[config.mk]
export PLATFORM = sky130hd
export DESIGN_NAME = int_alu_with_flags_flat
export DESIGN_NICKNAME = d
export VERILOG_FILES = /design/src/rtl/core/ialu_pkg.sv /design/src/rtl/core/ialu_op_if.sv /design/src/rtl/core/ialu_res_if.sv /design/src/rtl/core/ialu_exec.sv /design/src/rtl/core/int_alu_with_flags.sv /design/src/flat_wrapper.sv
export SDC_FILE = /design/constraint.sdc
export NUM_CORES = 1
export LEC_CHECK = 0
export BUFFER_PORTS_ARGS = -buffer_cell sky130_fd_sc_hd__buf_2
export CAP_MARGIN = 10
export CORE_ASPECT_RATIO = 0.7
export CORE_MARGIN = 2
export CORE_UTILIZATION = 40
export CTS_BUF_LIST = sky130_fd_sc_hd__clkbuf_4
export DETAILED_ROUTE_END_ITERATION = 6
export PLACE_DENSITY = 0.62
export SLEW_MARGIN = 20
export SYNTH_ARGS = -nofsm -noshare
export SYNTH_HDL_FRONTEND = slang
export SYNTH_SLANG_ARGS = --single-unit
export TNS_END_PERCENT = 30
[constraint.sdc]
create_clock -name clk -period 8 [get_ports clk]
set_input_delay 1.2 -clock clk [delete_from_list [all_inputs] [get_ports clk]]
set_output_delay 1.2 -clock clk [all_outputs]
set_load 0.1 [all_outputs]
[src/rtl/core/ialu_pkg.sv]
// package: function codes, constants and shared types of the integer alu
package ialu_pkg;

    localparam int WordBits = 32;
    localparam int HalfBits = 16;
    localparam int FuncBits = 4;
    localparam int ShiftBits = $clog2(WordBits);

    localparam logic [WordBits-1:0] MaskHighHalf = 32'hFFFF_0000;
    localparam logic [WordBits-1:0] MaskLowHalf  = 32'h0000_FFFF;

    typedef enum logic [FuncBits-1:0] {
        FUNC_AND   = 4'd0,
        FUNC_ADD   = 4'd1,
        FUNC_ADDU  = 4'd2,
        FUNC_SUB   = 4'd3,
        FUNC_MOV   = 4'd4,
        FUNC_OR    = 4'd5,
        FUNC_XOR   = 4'd6,
        FUNC_SRL   = 4'd7,
        FUNC_SLL   = 4'd8,
        FUNC_SRA   = 4'd9,
        FUNC_MOVLO = 4'd10,
        FUNC_MOVHI = 4'd11,
        FUNC_EQ    = 4'd12,
        FUNC_NE    = 4'd13,
        FUNC_GT    = 4'd14,
        FUNC_LE    = 4'd15
    } func_t;

    typedef struct packed {
        logic [WordBits-1:0] result;
        logic                set_carry;
        logic                set_overflow;
    } exec_res_t;

endpackage

[src/rtl/core/ialu_op_if.sv]
// interface: operation channel (function code and two operands)
interface ialu_op_if
    import ialu_pkg::*;
();
    logic                       valid;
    logic                       ready;
    logic [FuncBits-1:0]        func;
    logic signed [WordBits-1:0] operand_a;
    logic signed [WordBits-1:0] operand_b;

    modport source (output valid, output func, output operand_a, output operand_b,
                    input ready);
    modport sink   (input valid, input func, input operand_a, input operand_b,
                    output ready);
endinterface

[src/rtl/core/ialu_res_if.sv]
// interface: result channel (value and flags)
interface ialu_res_if
    import ialu_pkg::*;
();
    logic                       valid;
    logic                       ready;
    logic signed [WordBits-1:0] result_value;
    logic                       negative_flag;
    logic                       zero_flag;
    logic                       carry_flag;
    logic                       overflow_flag;

    modport source (output valid, output result_value, output negative_flag,
                    output zero_flag, output carry_flag, output overflow_flag,
                    input ready);
    modport sink   (input valid, input result_value, input negative_flag,
                    input zero_flag, input carry_flag, input overflow_flag,
                    output ready);
endinterface

[src/rtl/core/ialu_exec.sv]
// combinational execute logic: result and sticky flag set conditions
module ialu_exec
    import ialu_pkg::*;
(
    input  logic [FuncBits-1:0] func,
    input  logic [WordBits-1:0] operand_a,
    input  logic [WordBits-1:0] operand_b,
    output exec_res_t           res
);

    logic [WordBits:0]       sum_ext;
    logic [WordBits-1:0]     sum;
    logic [WordBits-1:0]     diff;
    logic [ShiftBits-1:0]    shamt;
    logic                    shift_big;
    logic [2*WordBits-1:0]   sll_ext;
    logic [WordBits-1:0]     srl_val;
    logic [WordBits-1:0]     sra_val;
    logic                    add_ovf;
    logic                    sll_lost;
    logic                    lt_signed;
    logic                    eq_val;

    always_comb
    begin
        sum_ext   = {1'b0, operand_a} + {1'b0, operand_b};
        sum       = sum_ext[WordBits-1:0];
        diff      = operand_a - operand_b;
        shamt     = operand_b[ShiftBits-1:0];
        shift_big = |operand_b[WordBits-1:ShiftBits];
        sll_ext   = {{WordBits{1'b0}}, operand_a} << shamt;
        srl_val   = operand_a >> shamt;
        sra_val   = WordBits'($signed(operand_a) >>> shamt);
        add_ovf   = (operand_a[WordBits-1] == operand_b[WordBits-1])
                    && (sum[WordBits-1] != operand_a[WordBits-1]);
        sll_lost  = shift_big ? (|operand_a) : (|sll_ext[2*WordBits-1:WordBits]);
        lt_signed = $signed(operand_a) < $signed(operand_b);
        eq_val    = operand_a == operand_b;

        res.result       = '0;
        res.set_carry    = 1'b0;
        res.set_overflow = 1'b0;

        case (func_t'(func))
            FUNC_AND:   res.result = operand_a & operand_b;
            FUNC_ADD:
            begin
                res.result    = sum;
                res.set_carry = add_ovf;
            end
            FUNC_ADDU:
            begin
                res.result    = sum;
                res.set_carry = sum_ext[WordBits];
            end
            FUNC_SUB:   res.result = diff;
            FUNC_MOV:   res.result = operand_a;
            FUNC_OR:    res.result = operand_a | operand_b;
            FUNC_XOR:   res.result = operand_a ^ operand_b;
            FUNC_SRL:   res.result = shift_big ? '0 : srl_val;
            FUNC_SLL:
            begin
                res.result       = shift_big ? '0 : sll_ext[WordBits-1:0];
                res.set_carry    = sll_lost;
                res.set_overflow = sll_lost;
            end
            FUNC_SRA:   res.result = shift_big ? {WordBits{operand_a[WordBits-1]}} : sra_val;
            FUNC_MOVLO: res.result = (operand_a & MaskHighHalf) | (operand_b & MaskLowHalf);
            FUNC_MOVHI: res.result = (operand_a & MaskLowHalf)
                                     | {operand_b[HalfBits-1:0], {HalfBits{1'b0}}};
            FUNC_EQ:    res.result = {{(WordBits-1){1'b0}}, eq_val};
            FUNC_NE:    res.result = {{(WordBits-1){1'b0}}, !eq_val};
            FUNC_GT:    res.result = {{(WordBits-1){1'b0}}, !lt_signed && !eq_val};
            FUNC_LE:    res.result = {{(WordBits-1){1'b0}}, lt_signed || eq_val};
            default:    res.result = '0;
        endcase
    end

endmodule

[src/rtl/core/int_alu_with_flags.sv]
// 32-bit integer alu with n/z flags and sticky carry/overflow flags
// an operation passes the operand register and then the result register before its result is offered
// throughput: one operation per cycle while results are not stalled, set by the operand and result registers
// a stalled result holds its register while the operand register still accepts one more
// reset clears both valid bits and the sticky carry and overflow flags
module int_alu_with_flags
    import ialu_pkg::*;
(
    input  logic        clk,
    input  logic        rst_n,
    ialu_op_if.sink     op,
    ialu_res_if.source  res
);

    logic                s1_valid_reg;
    logic [FuncBits-1:0] func_reg;
    logic [WordBits-1:0] a_reg;
    logic [WordBits-1:0] b_reg;

    logic                out_valid_reg;
    logic [WordBits-1:0] result_reg;
    logic                carry_out_reg;
    logic                overflow_out_reg;

    logic                carry_reg;
    logic                carry_next;
    logic                overflow_reg;
    logic                overflow_next;

    exec_res_t           ex;
    logic                advance;
    logic                op_xfer;

    ialu_exec u_exec (
        .func      (func_reg),
        .operand_a (a_reg),
        .operand_b (b_reg),
        .res       (ex)
    );

    assign advance       = s1_valid_reg && (!out_valid_reg || res.ready);
    assign op.ready      = !s1_valid_reg || advance;
    assign op_xfer       = op.valid && op.ready;
    assign carry_next    = carry_reg | ex.set_carry;
    assign overflow_next = overflow_reg | ex.set_overflow;

    always_ff @(posedge clk or negedge rst_n)
    begin
        if (!rst_n)
        begin
            s1_valid_reg  <= 1'b0;
            out_valid_reg <= 1'b0;
            carry_reg     <= 1'b0;
            overflow_reg  <= 1'b0;
        end
        else
        begin
            if (op.ready)
            begin
                s1_valid_reg <= op.valid;
            end
            if (advance)
            begin
                out_valid_reg <= 1'b1;
                carry_reg     <= carry_next;
                overflow_reg  <= overflow_next;
            end
            else if (res.ready)
            begin
                out_valid_reg <= 1'b0;
            end
        end
    end

    always_ff @(posedge clk)
    begin
        if (op_xfer)
        begin
            func_reg <= op.func;
            a_reg    <= op.operand_a;
            b_reg    <= op.operand_b;
        end
        if (advance)
        begin
            result_reg       <= ex.result;
            carry_out_reg    <= carry_next;
            overflow_out_reg <= overflow_next;
        end
    end

    assign res.valid         = out_valid_reg;
    assign res.result_value  = result_reg;
    assign res.negative_flag = result_reg[WordBits-1];
    assign res.zero_flag     = result_reg == '0;
    assign res.carry_flag    = carry_out_reg;
    assign res.overflow_flag = overflow_out_reg;

endmodule

[src/flat_wrapper.sv]
// flat-port wrapper written by rule: the top's interface ports become plain ports
module int_alu_with_flags_flat import ialu_pkg::*;
  (clk, rst_n, op_valid, op_func, op_operand_a, op_operand_b, op_ready, res_valid, res_result_value, res_negative_flag, res_zero_flag, res_carry_flag, res_overflow_flag, res_ready);
  ialu_op_if op_i ();
  ialu_res_if res_i ();
  input  logic clk;
  input  logic rst_n;
  input wire logic [$bits(op_i.valid)-1:0] op_valid;
  input wire logic [$bits(op_i.func)-1:0] op_func;
  input wire logic [$bits(op_i.operand_a)-1:0] op_operand_a;
  input wire logic [$bits(op_i.operand_b)-1:0] op_operand_b;
  output wire logic [$bits(op_i.ready)-1:0] op_ready;
  output wire logic [$bits(res_i.valid)-1:0] res_valid;
  output wire logic [$bits(res_i.result_value)-1:0] res_result_value;
  output wire logic [$bits(res_i.negative_flag)-1:0] res_negative_flag;
  output wire logic [$bits(res_i.zero_flag)-1:0] res_zero_flag;
  output wire logic [$bits(res_i.carry_flag)-1:0] res_carry_flag;
  output wire logic [$bits(res_i.overflow_flag)-1:0] res_overflow_flag;
  input wire logic [$bits(res_i.ready)-1:0] res_ready;
  assign op_i.valid = op_valid;
  assign op_i.func = op_func;
  assign op_i.operand_a = op_operand_a;
  assign op_i.operand_b = op_operand_b;
  assign op_ready = op_i.ready;
  assign res_valid = res_i.valid;
  assign res_result_value = res_i.result_value;
  assign res_negative_flag = res_i.negative_flag;
  assign res_zero_flag = res_i.zero_flag;
  assign res_carry_flag = res_i.carry_flag;
  assign res_overflow_flag = res_i.overflow_flag;
  assign res_i.ready = res_ready;
  int_alu_with_flags u_core (.clk(clk), .rst_n(rst_n), .op(op_i), .res(res_i));
endmodule
After elaboration in Yosys (flattened, before gate mapping):

Index checks and enable logic that the tools add are counted.

* register bits after elaboration: 106
* logic and storage cells: 68

* shift-type cells: 3
* eq/ne operators: 18
* multiplexer cells: 9
* bitwise logic cells: 7
* order comparisons: 1
* add/subtract/negate cells: 2
* reductions and logical operators: 18

Operators by type and width (number)
* case mux 32 bit (15 select lines): 1
* two-way mux 32 bit: 3
* OR reduction 32 bit: 2
* << shifter 32 x 5 -> 64 bit: 1
* adder 32 x 32 -> 33 bit: 1
* bitwise AND 32 bit: 1
* equality test 32 bit: 1
* equality test 4 bit, second input constant: 8
* logical NOT 32 bit: 1
* < comparator 32 bit: 1
* bitwise OR 16 x 32 -> 32 bit: 1
* bitwise OR 32 x 16 -> 32 bit: 1
* bitwise OR 32 bit: 1
* right shift 32 x 5 -> 32 bit: 1
* >>> shifter 32 x 5 -> 32 bit: 1
* subtractor 32 bit: 1
* bitwise XOR 32 bit: 1
* OR reduction 27 bit: 1
* equality test 4 x 3 -> 1 bit, second input constant: 4
* equality test 4 x 2 -> 1 bit, second input constant: 2
* equality test 4 x 1 -> 1 bit, second input constant: 1
* logical AND 1 bit: 4
* logical NOT 1 bit: 4
* logical NOT 4 bit: 1
* other kinds (8): 14

Longest topological paths before layout:

* depth after elaboration: 5
* gate-level depth with buffers: 18

By module:

From an unflattened synthesis, not the netlist that was laid out.

* cells, all modules: 1690
* area, all modules: 13399.1 um^2

By module, submodules not included
* ialu_exec: cells each 1562, instances 1, sequential area each 0.0 um^2, area an instance 10087.2 um^2
* int_alu_with_flags: cells each 128, instances 1, sequential area each 3163.0 um^2, area an instance 3311.9 um^2

Worst setup path before layout:

No wires, ideal clock.

* path kind: flip-flop to flip-flop
* from: reg u_core.b_reg[3]
* to: reg u_core.result_reg[30], in the netlist u_core.res.result_value[30], data pin
* arrival time: 4.062 ns
* stages on the path, launching flop included: 19
* data required time: 7.739 ns
* setup slack: 3.677 ns
* period minus slack after synthesis: 4.323 ns
* library setup time: 0.261 ns
* path buffers: 6
* cells stage by stage: edfxtp_1 -> buf_2 -> buf_2 -> buf_2 -> inv_1 -> buf_1 -> clkbuf_1 -> ha_1 -> clkbuf_1 -> nor2_1 -> a211o_1 -> a211oi_1 -> a21oi_2 -> and4_1 -> o311ai_1 -> o31ai_1 -> xor2_1 -> nor2_1 -> o32a_1

RTL lines
* start: declaration: line int_alu_with_flags.sv:18 `logic [WordBits-1:0] b_reg;`
* start signal: assignment: line int_alu_with_flags.sv:81 `b_reg <= op.operand_b;`
* end signal: assignment: line int_alu_with_flags.sv:85 `result_reg <= ex.result;`
* end: declaration: line int_alu_with_flags.sv:21 `logic [WordBits-1:0] result_reg;`

==> summary.md <==
| Metric | Value |
|---|---|
| Top Layer Used | met5 |
| FF/Latch Area | around 3200 µm² |
| Worst min path class | in2async |
| Comb power frac | between 50% and 60% |
| Power per cell area | 149 nW/µm² |
| Critical path origin | u_core.b_reg[3] |
| GP Congestion | 1.11 |
| # hold bufs at CTS | 0 |
| Critical path required time | 8420 ps |
| Crit path DAT | 5080 ps |
| Vias per cell | approximately 7.0 |
| CTS tree | done |
| Worst flop-to-flop path endpoint | u_core.res.result_value[29] |
| Post-DR wirelength/cell | 32.2 µm |
| Slew Viols, Final | 0 |
| Post-detail-place hpwl | about 54000 µm |
| Largest net degree at the start of global routing | 114 |
| Critical R2R Launch | u_core.b_reg[3] |
| Final hold vios | 0 |
| Syn_nets | 1902 |
| Number of global-route vias before repair | 13600 |
| Global-route wire length before repair | 102000 µm |
| Yosys warning count | 0 |
| PnR worst setup slack | ~3300 ps |
| Setup violators final | 0 |
| Ys flop type | edfxtp_1 |
| Layout cell share with drive strength beyond 1 | 14.1% |
| DR pass1 iterations | 6 |
| Residual DRC | 0 |
| Sequential Power Share | 34.0% |
| Placed cell areas | 14600 µm² |
| DRT iter0 DRCs | 3053 |
| Max VDD drop | 0.0833 mV |
| CORE AREA | 33700 µm² |
| Clock slew at reported path FFs | 190 ps |
| Setup tns final | 0 ps |
| Switching share of power | 51.8% |
| Met1 Wirelength | 30600 µm |
| Worst slew pin tran | 1240 ps |
| Tcrit/Tclk final | around three fifths |
| P_int | 1.06 mW |
| Clock sinks | 106 |
| Die Wd | about 230 µm |
| Clock share of power | 13.4% |
| Root Driver | clkbuf_4 |
| # Post-CTS Setup Buffers | 0 |
| CP Max Fanout | 43 |
| Cell area after synthesis | 13800 µm² |
| Mapped Cells | between 1500 and 2000 |
| CP endpoint kind | flip-flop |
| Area grow syn2layout | 7.12% |
| Outcome | finished, final reports clean |
| Synthesized area per cell | 7.98 µm² |
| Netlist cell types | 81 |
| Switch Pwr | 1.14 mW |
| Clk buf depth | 2 |
| H-Tree Depth | 3 |
| Die height | 159 µm |
| Met2 WL | 26800 µm |
| R2R Setup Slk | between 3000 and 4000 ps |
| EDFF count, synth | approximately 100 |
| DRT antenna net count | 0 |
| Sequential share of the synthesized area | between 20% and 30% |
| Final nets | 1911 |
| CP Launch Type | flip-flop |
| Via count | 15500 |
| Row cnt | 56 |
| Setup Skew | 67.7 ps |
| Seq cells post-synth | around 110 |
| Asr flop ratio synth | around 3.8% |
| Multi-input gate area | a little under 10000 µm² |
| Antenna violations before repair | 8 |
| Relative slew margins | ~17% |
| Metal3 WL | 11500 µm |
| Dpl ws | around 3500 ps |
| Final wirelength | around 71000 µm |
| Total global routing overflow | 0 |
| RSZ-0062 raised after global routing | no |
| Leakage power | about 5.8 nW |
| Fin crit period | 4670 ps |
| Clock latency at the later pin of the worst-skew pair | 680 ps |
| Starting density of the core | 40.9% |
| Fill cells | ~3500 |
| CTS-repair resized insts | 0 |
| Worst setup endpoint | u_core.res.result_value[29] |
| Fmax | 0.214 GHz |
| Tot GR Track Use | 39.0% |
| Post-route cell area | 14800 µm² |
| R2R cell count | 14 |
| Port bufs | 109 |
| TritonCTS buffer count | 9 |
| Crit path kind | reg2reg |
| Io pins | 110 |
| Maxcap violations | 0 |
| Die area | 36000 µm² |
==> cell families after synthesis <==
| logic type | Yosys count | synth area share, % |
|---|---|---|
| flip-flops | 106 | 22.9 |
| adder cells (fa/ha/maj) | 102 | 9.36 |
| AO/OA/AOI/OAI | 620 | 29.3 |
| multiplexers | 113 | 13.1 |
| buffers and inverters | 256 | 7.39 |
| XOR/XNOR | 13 | 0.826 |
| AND/OR/NAND/NOR | 518 | 17.1 |
==> metrics by stage <==
| stage | hold slack (ps) | std cells | util (%) | power [mW] |
|---|---|---|---|---|
| 3_3_place_gp | 431 | 2190 | 43.5 | 1.87 |
| 4_1_cts | 339 | 2206 | 43.8 | 2.16 |
| 5_1_grt | 291 | 2209 | 43.8 | 2.28 |
| 3_5_place_dp | 454 | 2190 | 43.5 | 1.86 |
| 6_report | 333 | 2212 | 43.8 | 2.21 |
| 2_1_floorplan | 420 | 1728 | - | 1.49 |
==> critical path: stages, from the launching register on <==
cell,delay [ps]
edfxtp_1,370
buf_4,420
inv_1,80
buf_4,260
ha_1,510
o211ai_1,130
o21ai_0,480
o21ba_2,250
o21ai_0,190
a31oi_1,410
nor2_1,160
o21ai_0,510
o221ai_1,220
mux2i_1,150
o32a_1,290
==> layer usage <==
| metal | vias to the layer above | track usage [%] |
|---|---|---|
| li1 | 6557 | - |
| met5 | - | 0.806 |
| met1 | 7539 | 58.9 |
| met2 | 1274 | 50.8 |
| met4 | 2 | 10.7 |
| met3 | 171 | 14.6 |
==> layout by cell type (no fill, tap or decap), drive strengths merged, types with 6 or more instances in the layout <==
cell type	instances
a211oi	25
a21o	22
a21oi	180
a221o	10
a221oi	27
a22oi	10
a311oi	6
a31oi	21
and2	12
buf	155
clkbuf	9
clkinv	6
diode	6
edfxtp	102
ha	100
inv	100
mux2	14
mux2i	48
mux4	51
nand2	173
nand2b	16
nand3	27
nand4	16
nor2	155
nor2b	8
nor3	44
nor4	34
o2111ai	16
o211ai	37
o21a	11
o21ai	135
o21bai	17
o221ai	12
o22ai	13
o31ai	15
o32a	11
or3	13
xnor2	11
==> Yosys cell counts (5+ instances only) <==
| library cell | n | area, µm² |
|---|---|---|
| a221oi_1 | 27 | 236 |
| a31oi_1 | 21 | 131 |
| o32a_1 | 11 | 110 |
| a22oi_1 | 10 | 75.1 |
| nor2b_1 | 8 | 50.1 |
| buf_1 | 14 | 52.6 |
| mux4_1 | 7 | 184 |
| nor3_1 | 43 | 215 |
| o221ai_1 | 12 | 105 |
| a211o_1 | 5 | 43.8 |
| xnor2_1 | 11 | 96.3 |
| nand4_1 | 16 | 100 |
| o22ai_1 | 13 | 81.3 |
| o31ai_1 | 14 | 105 |
| mux2_2 | 14 | 158 |
| inv_1 | 97 | 364 |
| mux4_2 | 44 | 991 |
| a311oi_1 | 6 | 52.6 |
| ha_1 | 100 | 1250 |
| o21bai_1 | 17 | 128 |
| a211oi_1 | 25 | 188 |
| a221o_1 | 10 | 100 |
| nor4_1 | 34 | 213 |
| or3_1 | 13 | 81.3 |
| o21a_1 | 11 | 82.6 |
| nand2b_1 | 16 | 100 |
| edfxtp_1 | 102 | 3060 |
| clkbuf_1 | 114 | 428 |
| mux2i_1 | 48 | 480 |
| and3_1 | 5 | 31.3 |
| nor2_1 | 154 | 578 |
| nand2_1 | 173 | 649 |
| o2111ai_1 | 16 | 140 |
| o21ai_0 | 133 | 666 |
| nand3_1 | 27 | 135 |
| buf_2 | 23 | 115 |
| and2_1 | 11 | 68.8 |
| o211ai_1 | 37 | 278 |
| a21oi_1 | 179 | 896 |
| a21o_1 | 22 | 165 |
==> cell type report <==
class	instances	area share [%]
multi-input combinational	1366	65.2
sequential	106	21.4
timing repair buffer	155	6.11
tap	464	3.93
inverter	99	2.52
clock buffer	9	0.457
clock inverter	7	0.288
antenna	6	0.102
==> how the worst min path moves through the flow <==
stage	from	endpoint	slack, ps
finish	rst_n	u_core.s1_valid_reg	330
global route	rst_n	u_core.s1_valid_reg	290
CTS	rst_n	u_core.s1_valid_reg	340
detailed placement	u_core.overflow_reg	u_core.overflow_reg	450
global placement	u_core.overflow_reg	u_core.overflow_reg	430
floorplan	u_core.overflow_reg	u_core.overflow_reg	420
==> power groups by stage <==
stage | registers [mW] | clock network, mW | logic, mW
final | 0.750 | 0.295 | 1.16
after global routing | 0.751 | 0.323 | 1.21
after CTS | 0.744 | 0.303 | 1.11
after detailed placement | 0.757 | 0 | 1.11
after global placement | 0.755 | 0 | 1.11
after floorplan | 0.879 | 0 | 0.608
No activity file was read; power rests on OpenSTA's default activity.
